File: src/sv/kpd_pkg.sv
// ----------------------------------------------------------------------------
// kpd_pkg
// Shared types and constants for the keypad debounce and hold block.
// ----------------------------------------------------------------------------
package kpd_pkg;

    localparam int ROWS = 4;
    localparam int COLS = 4;
    localparam int KEY_CNT = ROWS * COLS;

    localparam int KEY_IDX_W = 4;
    localparam int KEY_SLOTS = 2 ** KEY_IDX_W;
    localparam int CNT_CMP_W = 8;

    localparam int TIME_W = 32;
    localparam int TALLY_W = 8;
    localparam int CFG_IDX_W = 1;
    localparam int CFG_DATA_W = 32;

    localparam logic [TIME_W-1:0]  HOLD_TIME_RST = 32'd500;
    localparam logic [TALLY_W-1:0] DEBOUNCE_RST  = 8'd3;
    localparam logic [TALLY_W-1:0] TALLY_MAX     = 8'hFF;

    typedef enum logic [1:0] {
        PH_IDLE     = 2'd0,
        PH_PRESSED  = 2'd1,
        PH_HOLD     = 2'd2,
        PH_RELEASED = 2'd3
    } t_phase;

    typedef enum logic [2:0] {
        EV_NONE     = 3'd0,
        EV_PRESSED  = 3'd1,
        EV_HOLD     = 3'd2,
        EV_REPEAT   = 3'd3,
        EV_RELEASED = 3'd4,
        EV_IDLE     = 3'd5
    } t_event;

    typedef enum logic [CFG_IDX_W-1:0] {
        REG_HOLD_TIME = 1'd0,
        REG_DEBOUNCE  = 1'd1
    } t_cfg_reg;

    typedef enum logic [1:0] {
        ST_IDLE   = 2'd0,
        ST_UPDATE = 2'd1,
        ST_RESULT = 2'd2
    } t_state;

    typedef struct packed {
        logic capture;
        logic update;
    } t_cmd;

endpackage

File: src/sv/kpd_if.sv
// ----------------------------------------------------------------------------
// kpd_if
// Channel interfaces: key sample in, key event out, register writes in.
// ----------------------------------------------------------------------------
interface kpd_key_if
    import kpd_pkg::*;
();
    logic                 valid;
    logic                 ready;
    logic [KEY_IDX_W-1:0] key_index;
    logic                 key_down;
    logic [TIME_W-1:0]    now_ms;

    modport source (output valid, key_index, key_down, now_ms, input ready);
    modport sink   (input valid, key_index, key_down, now_ms, output ready);
endinterface

interface kpd_evt_if
    import kpd_pkg::*;
();
    logic                 valid;
    logic                 ready;
    logic [2:0]           key_event;
    logic [KEY_IDX_W-1:0] event_key;
    logic                 any_down;

    modport source (output valid, key_event, event_key, any_down, input ready);
    modport sink   (input valid, key_event, event_key, any_down, output ready);
endinterface

interface kpd_cfg_if
    import kpd_pkg::*;
();
    logic                  valid;
    logic                  ready;
    logic [CFG_IDX_W-1:0]  reg_index;
    logic [CFG_DATA_W-1:0] wr_data;

    modport source (output valid, reg_index, wr_data, input ready);
    modport sink   (input valid, reg_index, wr_data, output ready);
endinterface

File: src/sv/kpd_ctrl.sv
// ----------------------------------------------------------------------------
// kpd_ctrl
// Sequencer: take a sample word, run one entry update, hold the event word.
// ----------------------------------------------------------------------------
module kpd_ctrl
    import kpd_pkg::*;
(
    input  logic i_clk,
    input  logic i_rst_n,
    input  logic i_in_valid,
    output logic o_in_ready,
    output logic o_out_valid,
    input  logic i_out_ready,
    output t_cmd o_cmd
);

    t_state r_state;
    t_state n_state;

    always_ff @(posedge i_clk) begin
        if (!i_rst_n) begin
            r_state <= ST_IDLE;
        end else begin
            r_state <= n_state;
        end
    end

    always_comb begin
        n_state = r_state;
        case (r_state)
            ST_IDLE: begin
                if (i_in_valid) begin
                    n_state = ST_UPDATE;
                end
            end
            ST_UPDATE: begin
                n_state = ST_RESULT;
            end
            ST_RESULT: begin
                if (i_out_ready) begin
                    n_state = ST_IDLE;
                end
            end
            default: begin
                n_state = ST_IDLE;
            end
        endcase
    end

    always_comb begin
        o_in_ready     = 1'b0;
        o_out_valid    = 1'b0;
        o_cmd.capture  = 1'b0;
        o_cmd.update   = 1'b0;
        case (r_state)
            ST_IDLE: begin
                o_in_ready    = 1'b1;
                o_cmd.capture = i_in_valid;
            end
            ST_UPDATE: begin
                o_cmd.update = 1'b1;
            end
            ST_RESULT: begin
                o_out_valid = 1'b1;
            end
            default: begin
                o_in_ready = 1'b0;
            end
        endcase
    end

    a_capture_then_update: assert property (@(posedge i_clk) disable iff (!i_rst_n)
        o_cmd.capture |=> o_cmd.update)
        else $error("capture not followed by update");

    a_update_then_result: assert property (@(posedge i_clk) disable iff (!i_rst_n)
        o_cmd.update |=> (o_out_valid && !o_in_ready))
        else $error("update not followed by event word");

    a_result_frees_input: assert property (@(posedge i_clk) disable iff (!i_rst_n)
        (o_out_valid && i_out_ready) |=> (o_in_ready && !o_out_valid))
        else $error("input not freed after event word taken");

endmodule

File: src/sv/kpd_dp.sv
// ----------------------------------------------------------------------------
// kpd_dp
// Per-key phase, debounce tally and time stamp, with the register file.
// ----------------------------------------------------------------------------
module kpd_dp
    import kpd_pkg::*;
(
    input  logic                 i_clk,
    input  logic                 i_rst_n,
    input  t_cmd                 i_cmd,
    input  logic [KEY_IDX_W-1:0] i_key_index,
    input  logic                 i_key_down,
    input  logic [TIME_W-1:0]    i_now_ms,
    kpd_cfg_if.sink              cfg,
    output logic [2:0]           o_key_event,
    output logic [KEY_IDX_W-1:0] o_event_key,
    output logic                 o_any_down
);

    logic [TIME_W-1:0]    r_hold_time;
    logic [TALLY_W-1:0]   r_debounce;

    logic [KEY_IDX_W-1:0] r_key_index;
    logic                 r_key_down;
    logic [TIME_W-1:0]    r_now;
    t_event               r_event;

    t_phase               r_phase [KEY_SLOTS];
    logic [TALLY_W-1:0]   r_tally [KEY_SLOTS];
    logic [TIME_W-1:0]    r_stamp [KEY_SLOTS];

    t_phase               cur_phase;
    logic [TALLY_W-1:0]   cur_tally;
    logic [TIME_W-1:0]    cur_stamp;
    logic                 in_range;
    logic                 elapsed;
    logic [TALLY_W-1:0]   tally_inc;
    logic                 hit;

    t_phase               n_phase;
    logic [TALLY_W-1:0]   n_tally;
    logic [TIME_W-1:0]    n_stamp;
    t_event               n_event;

    assign cfg.ready = 1'b1;

    always_ff @(posedge i_clk) begin
        if (!i_rst_n) begin
            r_hold_time <= HOLD_TIME_RST;
            r_debounce  <= DEBOUNCE_RST;
        end else if (cfg.valid) begin
            case (t_cfg_reg'(cfg.reg_index))
                REG_HOLD_TIME: r_hold_time <= cfg.wr_data;
                REG_DEBOUNCE:  r_debounce  <= cfg.wr_data[TALLY_W-1:0];
                default:       r_debounce  <= r_debounce;
            endcase
        end
    end

    always_ff @(posedge i_clk) begin
        if (i_cmd.capture) begin
            r_key_index <= i_key_index;
            r_key_down  <= i_key_down;
            r_now       <= i_now_ms;
        end
    end

    assign cur_phase = r_phase[r_key_index];
    assign cur_tally = r_tally[r_key_index];
    assign cur_stamp = r_stamp[r_key_index];
    assign in_range  = CNT_CMP_W'(r_key_index) < CNT_CMP_W'(KEY_CNT);
    assign elapsed   = (r_now - cur_stamp) >= r_hold_time;
    assign tally_inc = (cur_tally != TALLY_MAX) ? cur_tally + 1'b1 : cur_tally;
    assign hit       = tally_inc >= r_debounce;

    always_comb begin
        n_phase = cur_phase;
        n_tally = cur_tally;
        n_stamp = cur_stamp;
        n_event = EV_NONE;
        if (r_key_down) begin
            case (cur_phase)
                PH_IDLE: begin
                    n_tally = hit ? '0 : tally_inc;
                    if (hit) begin
                        n_phase = PH_PRESSED;
                        n_stamp = r_now;
                        n_event = EV_PRESSED;
                    end
                end
                PH_PRESSED: begin
                    if (elapsed) begin
                        n_phase = PH_HOLD;
                        n_stamp = r_now;
                        n_event = EV_HOLD;
                    end
                end
                PH_HOLD: begin
                    if (elapsed) begin
                        n_stamp = r_now;
                        n_event = EV_REPEAT;
                    end
                end
                default: begin
                    n_event = EV_NONE;
                end
            endcase
        end else begin
            case (cur_phase)
                PH_PRESSED, PH_HOLD: begin
                    n_tally = hit ? '0 : tally_inc;
                    if (hit) begin
                        n_phase = PH_RELEASED;
                        n_event = EV_RELEASED;
                    end
                end
                PH_RELEASED: begin
                    n_phase = PH_IDLE;
                    n_event = EV_IDLE;
                end
                default: begin
                    n_event = EV_NONE;
                end
            endcase
        end
        if (!in_range) begin
            n_event = EV_NONE;
        end
    end

    always_ff @(posedge i_clk) begin
        if (!i_rst_n) begin
            for (int k = 0; k < KEY_SLOTS; k++) begin
                r_phase[k] <= PH_IDLE;
                r_tally[k] <= '0;
                r_stamp[k] <= '0;
            end
        end else if (i_cmd.update && in_range) begin
            r_phase[r_key_index] <= n_phase;
            r_tally[r_key_index] <= n_tally;
            r_stamp[r_key_index] <= n_stamp;
        end
    end

    always_ff @(posedge i_clk) begin
        if (i_cmd.update) begin
            r_event <= n_event;
        end
    end

    assign o_key_event = r_event;
    assign o_event_key = r_key_index;
    assign o_any_down  = r_key_down;

    a_press_stamps: assert property (@(posedge i_clk) disable iff (!i_rst_n)
        (i_cmd.update && in_range && n_event == EV_PRESSED)
        |=> (r_phase[r_key_index] == PH_PRESSED && r_stamp[r_key_index] == r_now))
        else $error("press not recorded in key entry");

    a_outside_quiet: assert property (@(posedge i_clk) disable iff (!i_rst_n)
        (i_cmd.update && !in_range) |=> (r_event == EV_NONE))
        else $error("event raised for key outside the keypad");

    a_up_no_hold: assert property (@(posedge i_clk) disable iff (!i_rst_n)
        (i_cmd.update && !r_key_down)
        |=> (r_event != EV_HOLD && r_event != EV_REPEAT && r_event != EV_PRESSED))
        else $error("hold or press event on an open key");

endmodule

File: src/sv/keypad_key_debounce_hold_fsm.sv
// ----------------------------------------------------------------------------
// keypad_key_debounce_hold_fsm
// Debounce and hold/repeat tracking for the keys of a matrix keypad.
//
//   channel   dir  handshake            word
//   i_key     in   i_key.valid/ready    key_index, key_down, now_ms
//   o_evt     out  o_evt.valid/ready    key_event, event_key, any_down
//   i_cfg     in   i_cfg.valid/ready    reg_index, wr_data (always ready)
//
// A sample word goes through capture, one read-modify-write of the
// key entry in the per-key register file, then the event word is shown.
// The event word stays valid and the input stays not ready until it is taken.
// Reset sets every key idle with zero tally and stamp at once; no sweep.
// ----------------------------------------------------------------------------
module keypad_key_debounce_hold_fsm
    import kpd_pkg::*;
(
    input  logic     i_clk,
    input  logic     i_rst_n,
    kpd_key_if.sink  i_key,
    kpd_evt_if.source o_evt,
    kpd_cfg_if.sink  i_cfg
);

    t_cmd cmd;

    kpd_ctrl u_ctrl (
        .i_clk       (i_clk),
        .i_rst_n     (i_rst_n),
        .i_in_valid  (i_key.valid),
        .o_in_ready  (i_key.ready),
        .o_out_valid (o_evt.valid),
        .i_out_ready (o_evt.ready),
        .o_cmd       (cmd)
    );

    kpd_dp u_dp (
        .i_clk       (i_clk),
        .i_rst_n     (i_rst_n),
        .i_cmd       (cmd),
        .i_key_index (i_key.key_index),
        .i_key_down  (i_key.key_down),
        .i_now_ms    (i_key.now_ms),
        .cfg         (i_cfg),
        .o_key_event (o_evt.key_event),
        .o_event_key (o_evt.event_key),
        .o_any_down  (o_evt.any_down)
    );

endmodule

File: src/flat_wrapper.sv
// flat-port wrapper written by rule: the top's interface ports become plain ports
module keypad_key_debounce_hold_fsm_flat import kpd_pkg::*;
  (i_clk, i_rst_n, i_key_valid, i_key_key_index, i_key_key_down, i_key_now_ms, i_key_ready, o_evt_valid, o_evt_key_event, o_evt_event_key, o_evt_any_down, o_evt_ready, i_cfg_valid, i_cfg_reg_index, i_cfg_wr_data, i_cfg_ready);
  kpd_key_if i_key_i ();
  kpd_evt_if o_evt_i ();
  kpd_cfg_if i_cfg_i ();
  input  logic i_clk;
  input  logic i_rst_n;
  input wire logic [$bits(i_key_i.valid)-1:0] i_key_valid;
  input wire logic [$bits(i_key_i.key_index)-1:0] i_key_key_index;
  input wire logic [$bits(i_key_i.key_down)-1:0] i_key_key_down;
  input wire logic [$bits(i_key_i.now_ms)-1:0] i_key_now_ms;
  output wire logic [$bits(i_key_i.ready)-1:0] i_key_ready;
  output wire logic [$bits(o_evt_i.valid)-1:0] o_evt_valid;
  output wire logic [$bits(o_evt_i.key_event)-1:0] o_evt_key_event;
  output wire logic [$bits(o_evt_i.event_key)-1:0] o_evt_event_key;
  output wire logic [$bits(o_evt_i.any_down)-1:0] o_evt_any_down;
  input wire logic [$bits(o_evt_i.ready)-1:0] o_evt_ready;
  input wire logic [$bits(i_cfg_i.valid)-1:0] i_cfg_valid;
  input wire logic [$bits(i_cfg_i.reg_index)-1:0] i_cfg_reg_index;
  input wire logic [$bits(i_cfg_i.wr_data)-1:0] i_cfg_wr_data;
  output wire logic [$bits(i_cfg_i.ready)-1:0] i_cfg_ready;
  assign i_key_i.valid = i_key_valid;
  assign i_key_i.key_index = i_key_key_index;
  assign i_key_i.key_down = i_key_key_down;
  assign i_key_i.now_ms = i_key_now_ms;
  assign i_key_ready = i_key_i.ready;
  assign o_evt_valid = o_evt_i.valid;
  assign o_evt_key_event = o_evt_i.key_event;
  assign o_evt_event_key = o_evt_i.event_key;
  assign o_evt_any_down = o_evt_i.any_down;
  assign o_evt_i.ready = o_evt_ready;
  assign i_cfg_i.valid = i_cfg_valid;
  assign i_cfg_i.reg_index = i_cfg_reg_index;
  assign i_cfg_i.wr_data = i_cfg_wr_data;
  assign i_cfg_ready = i_cfg_i.ready;
  keypad_key_debounce_hold_fsm u_core (.i_clk(i_clk), .i_rst_n(i_rst_n), .i_key(i_key_i), .o_evt(o_evt_i), .i_cfg(i_cfg_i));
endmodule
File: config.mk
export PLATFORM = sky130hd
export DESIGN_NAME = keypad_key_debounce_hold_fsm_flat
export DESIGN_NICKNAME = d
export VERILOG_FILES = /design/src/sv/kpd_pkg.sv /design/src/sv/kpd_if.sv /design/src/sv/kpd_ctrl.sv /design/src/sv/kpd_dp.sv /design/src/sv/keypad_key_debounce_hold_fsm.sv /design/src/flat_wrapper.sv
export SDC_FILE = /design/constraint.sdc
export NUM_CORES = 1
export LEC_CHECK = 0
export BUFFER_PORTS_ARGS = -buffer_cell sky130_fd_sc_hd__buf_4
export CELL_PAD_IN_SITES_DETAIL_PLACEMENT = 1
export CELL_PAD_IN_SITES_GLOBAL_PLACEMENT = 1
export CORE_MARGIN = 4
export CORE_UTILIZATION = 33
export CTS_CLUSTER_DIAMETER = 30
export DETAILED_ROUTE_END_ITERATION = 7
export GPL_TIMING_DRIVEN = 0
export PLACE_DENSITY = 0.66
export SYNTH_ARGS = -nofsm -noshare
export SYNTH_HDL_FRONTEND = slang
export SYNTH_SLANG_ARGS = --single-unit
File: constraint.sdc
create_clock -name i_clk -period 7.4 [get_ports i_clk]
set_clock_uncertainty 0.15 [all_clocks]
set_input_delay 0 -clock i_clk [delete_from_list [all_inputs] [get_ports i_clk]]
set_output_delay 0 -clock i_clk [all_outputs]
set_load 0.01 [all_outputs]
# Yosys cells after proc, flatten, opt, wreduce, memory -nomap -nowiden
# Memories as Yosys holds them, arrays and structs flattened. A register that Yosys moved wholly into a read port is not among the register bits.
# Cells that the tools add are included.
# totals
register_bits	82
ram_bits	672
inputBits	75
out_inout_bits	11
wordCells	77
n_memories	3
# mem_list
memory	depth	word_bits	read_ports	rd_clocked_by_memory_dff	write_ports	line_no	text
u_core.u_dp.r_stamp	16	32	1	1	16	kpd_dp.sv:30	logic [TIME_W-1:0] r_stamp [KEY_SLOTS];
u_core.u_dp.r_tally	16	8	1	1	16	kpd_dp.sv:29	logic [TALLY_W-1:0] r_tally [KEY_SLOTS];
u_core.u_dp.r_phase	16	2	1	1	16	kpd_dp.sv:28	t_phase r_phase [KEY_SLOTS];
# classes
addsub	2
magnitude_cmp	2
eq_ne	8
n_mux	45
bitwise_logic	1
reduce_logical	9
# ops
cell	n
$mux 32	4
$pmux 32 s2	1
$mux 8	6
$ge 32x32->1	1
$reduce_or 32->1	1
$sub 32x32->32	1
$mux 4	6
$mux 2	9
$mux 1	12
$pmux 3 s3	1
$add 8x1->8 const B	1
$ge 8x8->1	1
$ne 8x8->1 const B	1
$pmux 2 s2	2
$reduce_or 8->1	1
$eq 2x2->1 const B	3
$mux 3	2
$pmux 2 s3	1
$pmux 3 s2	1
$reduce_and 2->1	3
$eq 2x1->1 const B	2
$logic_not 2->1	2
$ne 2x2->1 const B	2
$reduce_or 2->1	2
$not 1->1	1

# Longest topological paths before layout
# depth
depth_word	7
mapped_depth	31
depth_no_buf	22

# Hierarchy
# Synthesis repeated with hierarchy kept, for this count alone.
# unflattened
hier_cells	2692
hier_area_um2	36545.0
# modules_own_cells
module	instances	cells_each	area_per_inst_um2	seq_area_each_um2
kpd_dp	1	2683	36452.5	22261.4
kpd_ctrl	1	9	92.6	40.0

# Least setup slack after synthesis
# Ideal clock, no wire load.
# synth_timing
kind	reg-to-reg
startpoint	register (tool-made name)
endpoint	memory u_core.u_dp.r_stamp[9][30], data pin
setup_ns	0.275
arrival_time_ns	6.548
required_time_ns	6.975
slack_ns	0.427
path_stages_with_launch	29
path_buffers	8
synth_period_minus_slack_ns	6.973
cell_sequence	dfxtp_1 buf_2 buf_2 buf_2 clkbuf_1 clkbuf_1 mux4_2 mux4_2 inv_1 ha_1 a21oi_1 o21ai_0 or3_1 nor2_1 o31ai_1 a21oi_1 xnor2_1 ha_1 a21o_1 a21o_1 a2111oi_1 o211ai_1 a311o_1 a21o_1 buf_2 clkbuf_1 a32oi_1 buf_2 a21oi_1
# synth_rtl
item	line_no
end: declaration	kpd_dp.sv:30

==> results list <==
- TritonCTS built the clock tree.
- Crit Path Category: reg2reg
- Power share of the combinational group: about a quarter
* Number of nets still failing antenna checks after routing: 0
- Power per Cell Area: between 300 and 400 mW/mm²
* Initial antenna violation count: 2
- The floorplan step set the die width to 341 µm.
- Violated checks: capacitance limit, slew limit
* Worst-case vdd ir drop: about 240 µV
- The internal power of the cells totals 11.6 mW.
- Total of endpoints with negative setup slack in the final report: 0
- Outcome: complete, but fails checks
- Number of buffers inserted by port buffering: 84
- The floorplan step defined a core boundary enclosing between 0.1 and 0.15 mm².
- Number of max-cap violations: 1
- In this run the cell area of the synthesized design comes to between 0.03 and 0.04 mm².
- Total power draw: 16.7 mW
- Total track usage: between 20% and 30%
* Number of vias in the routed layout: 27800
* Leakage: about 18 nW
* Initial DRT Pass Iterations: 7
- The analysis attributes to net switching a power of 5.13 mW.
- The synthesized design contains ~710 enable-type register cells.
- Final cell utilization of the core: 45.5%
- Measured against its own limit, the worst slew margin works out to -3.17%.
- Effective utilization at floorplan: 33.4%
- Crit share post-route: a little over nine tenths
- Summing the sequential cell areas from Yosys gives 61.1% of the chip area.
* Layout fillers: 11000
* Post-synthesis area per instance: approximately 14 µm²
- For this design the top-level I/O count stands at 86.
* Vias in the first global route: 29000
* Count of buffering cells on the critical path with inverters included: 9
* Routed wire length: 142 mm
- Least-Margin Pin Slew: between 1500 and 2000 ps
- Maximum number of pins on one net before global-route repair: 43
* First-pass GRT wire length: about 200 mm
- Routability-driven placement finished with a final weighted congestion of 0.791.
- The worst setup path is captured at a flip-flop.
- Critical Path Max Stage Delay: 550 ps
* Synthesized flop and latch total: 758
- CTS sink cnt: about 760
* Number of placement rows: 121
* Clock latency reported for the late side of the worst-skew pair: 770 ps
- Commonest register cell after synthesis: sky130_fd_sc_hd__edfxtp_1
- Worst EP required: between 7000 and 8000 ps
- Largest fanout of any net on the critical path: 10
- Most repeated library cell on the critical path: sky130_fd_sc_hd__a21o_1
* Total nets after synthesis: approximately 2800
- Summed over all nets, the half-perimeter wirelength after detailed placement is 81.7 mm.
* Hold WC Path Type: in2reg
* Number of distinct library cells after synthesis: 73
* Gate count after technology mapping: 2634
* Number of pins with negative max-slew slack in the final report: 11
- Timing would allow up to 138 MHz.
* Number of violations reported at the end of detailed-routing iteration 0: approximately 3300
* DRC: 0
- Die footprint: roughly 0.12 mm²
- Routed WL per cell: 29.6 µm
- Part of the total power dissipated in sequential elements: 29.6%
* Post-synthesis async set-or-reset flop share: 0%
- Using the TritonRoute via totals, the vias-per-cell ratio works out to 5.80.
* Worst-path cell with the longest stage delay: sky130_fd_sc_hd__mux4_2
* Nets: 3327
- Hold Vio Cnt, Final: 0
- After clock tree synthesis, the clock-pin slew on the worst setup and hold paths is 50 ps.
- In the final layout, the share of cells above drive strength 1 is 29.0%.
* Clock network fraction of design power: approximately 47%
- Sw frac: around 31%
- The total overflow left after global routing is 0.
- Counting along the longest clock path gives a buffer depth of 3.
- Yosys synthesis warning count: 0
- TritonCTS created 165 clock buffers.
* Chip Height: ~340 µm
* Critical Path Source Type: flip-flop
- The H-tree was split into 4 levels.
- Data arrives at the worst endpoint at 7560 ps.
- Among cell families on the critical path, the largest total delay comes from compound AO/OA/AOI/OAI gates.
* Area growth from synthesis to layout: 36.3%
* Clock root buffer: sky130_fd_sc_hd__clkbuf_16
* Crit path time final: roughly 7300 ps
-- per-layer routing --
| metal | global-route usage, % | wire (µm) |
|---|---|---|
| met1 | 30.5 | 55600 |
| met2 | 38.0 | 67200 |
| met3 | 6.33 | 14000 |
| met4 | 9.46 | 4870 |
| met5 | 0 | 11 |
-- final timing paths --
kind / startpoint / slack [ps] / to / depth (start not counted)
worst min register to register: u_core.u_dp.r_debounce[4] / 320 / u_core.u_dp.r_debounce[4] / 2
worst max-delay path: flip-flop / 140 / u_core.u_dp.r_stamp[1][13] / 29
worst max register to register: flip-flop / 140 / u_core.u_dp.r_stamp[1][13] / 29
worst min-delay path: i_cfg_valid / 320 / u_core.u_dp.r_hold_time[12] / 6
-- timing repair --
item / CTS / global route
setup endpoints to repair: 546 / 545
gates cloned: 1 / 8
pin swaps: 31 / 32
hold buffers: 162 / 0
gates resized for setup: 302 / 99
endpoints found under the hold margin: 83 / 0
buffers inserted: 31 / 79
-- cell usage after synthesis (9+ instances only) --
master                     count  area share (%)
sky130_fd_sc_hd__nand4_1      12            0.21
sky130_fd_sc_hd__nor2_2       11            0.19
sky130_fd_sc_hd__nand3_1      15            0.21
sky130_fd_sc_hd__nor2_1      128             1.3
sky130_fd_sc_hd__a21oi_1     605             8.3
sky130_fd_sc_hd__xnor2_1      18            0.43
sky130_fd_sc_hd__a211oi_1      9            0.19
sky130_fd_sc_hd__edfxtp_1    712              59
sky130_fd_sc_hd__a32oi_1      26            0.62
sky130_fd_sc_hd__dfxtp_1      46             2.5
sky130_fd_sc_hd__mux4_2      191              12
sky130_fd_sc_hd__nand2_1     128             1.3
sky130_fd_sc_hd__o31ai_1      35            0.72
sky130_fd_sc_hd__a21o_1       24            0.49
sky130_fd_sc_hd__a21boi_0     33            0.68
sky130_fd_sc_hd__mux4_1       16             1.2
sky130_fd_sc_hd__nor3_1       19            0.26
sky130_fd_sc_hd__buf_2        85             1.2
sky130_fd_sc_hd__o21ai_0      16            0.22
sky130_fd_sc_hd__nor2b_1      11            0.19
sky130_fd_sc_hd__o21a_1       11            0.23
sky130_fd_sc_hd__xor2_1       11            0.26
sky130_fd_sc_hd__clkbuf_1    144             1.5
sky130_fd_sc_hd__nor2_4       10            0.31
sky130_fd_sc_hd__inv_1        82            0.84
sky130_fd_sc_hd__and3_1       35            0.60
sky130_fd_sc_hd__ha_1         78             2.7
sky130_fd_sc_hd__o211ai_1     13            0.27
-- sequential cells by signal, indices dropped and copies added (netlist names), named ones only --
| register | count |
|---|---|
| u_core.u_dp.r_hold_time | 32 |
| u_core.u_dp.o_event_key | 4 |
| u_core.u_ctrl.r_state | 2 |
| u_core.u_dp.r_stamp | 512 |
| u_core.u_dp.r_phase | 32 |
| u_core.u_dp.r_debounce | 8 |
| u_core.u_dp.o_key_event | 3 |
| u_core.u_dp.r_now | 32 |
| u_core.u_dp.o_any_down | 1 |
| u_core.u_dp.r_tally | 128 |
-- placed cells by master, fill, tap and decap left out, types with 33 or more instances in the layout --
master and n:
sky130_fd_sc_hd__dfxtp_1 45, sky130_fd_sc_hd__dlygate4sd3_1 162, sky130_fd_sc_hd__edfxtp_1 712, sky130_fd_sc_hd__nand2_1 112
sky130_fd_sc_hd__nor2_1 126, sky130_fd_sc_hd__ha_1 75, sky130_fd_sc_hd__and3_1 35, sky130_fd_sc_hd__clkbuf_16 172
sky130_fd_sc_hd__a21oi_1 599, sky130_fd_sc_hd__buf_4 211, sky130_fd_sc_hd__inv_1 81, sky130_fd_sc_hd__clkbuf_1 120
sky130_fd_sc_hd__a21boi_0 33, sky130_fd_sc_hd__mux4_2 191
-- per-stage QoR --
step / instances / TNS (ps) / setup WS [ps] / hold slack [ps] / instance area, µm²
2_1_floorplan: 2634 / 0 / 427 / -51.1 / 36500
3_3_place_gp: 4194 / -1761900 / -3510 / 28.2 / 39000
3_5_place_dp: 4205 / -1266530 / -2760 / 29.6 / 39400
4_1_cts: 4693 / 0 / 0.514 / 186 / 48600
5_1_grt: 4781 / -1280 / -57.1 / 315 / 49700
6_report: 4785 / 0 / 138 / 316 / 49700
-- cell type report --
| class | instances | area [µm²] | area share, % |
|---|---|---|---|
| Inverter | 84 | 319 | 0.641 |
| Clock buffer | 183 | 4260 | 8.56 |
| Tap cell | 1476 | 1850 | 3.71 |
| Multi-Input combinational cell | 1546 | 14000 | 28.2 |
| Antenna cell | 4 | 10.0 | 0.0201 |
| Clock inverter | 116 | 1610 | 3.23 |
| Timing Repair Buffer | 378 | 3640 | 7.32 |
| Buffer | 240 | 1740 | 3.49 |
| Sequential cell | 758 | 22300 | 44.8 |
-- tightest hold or removal path: cells and delay by family --
family | cells | cell delay (ps)
buf+inv | 3 | 880
compound gates | 1 | 80
simple gates | 2 | 180
-- power by group through the flow --
stage,Combinational (mW),Sequential [mW],Clock (mW)
global route,4.13,4.96,8.12
floorplan,1.86,4.98,0
CTS,3.51,4.95,7.84
detailed placement,2.87,5.01,0
finish,3.93,4.95,7.84
global placement,2.81,5.02,0
-- cell families (layout without fill, tap and decap cells) --
group           Yosys count  count (layout)  synth area share (%)
simple gates            400             400                  5.26
buf+inv                 330            1001                  3.96
other cells               1               5                0.0103
mux                     224             224                  13.5
flops                   758             758                  61.1
xor+xnor                 29              29                 0.696
compound gates          813             813                  12.8
fa+ha+maj                79              79                  2.73
Note: power is estimated with default switching activity, not from simulation.
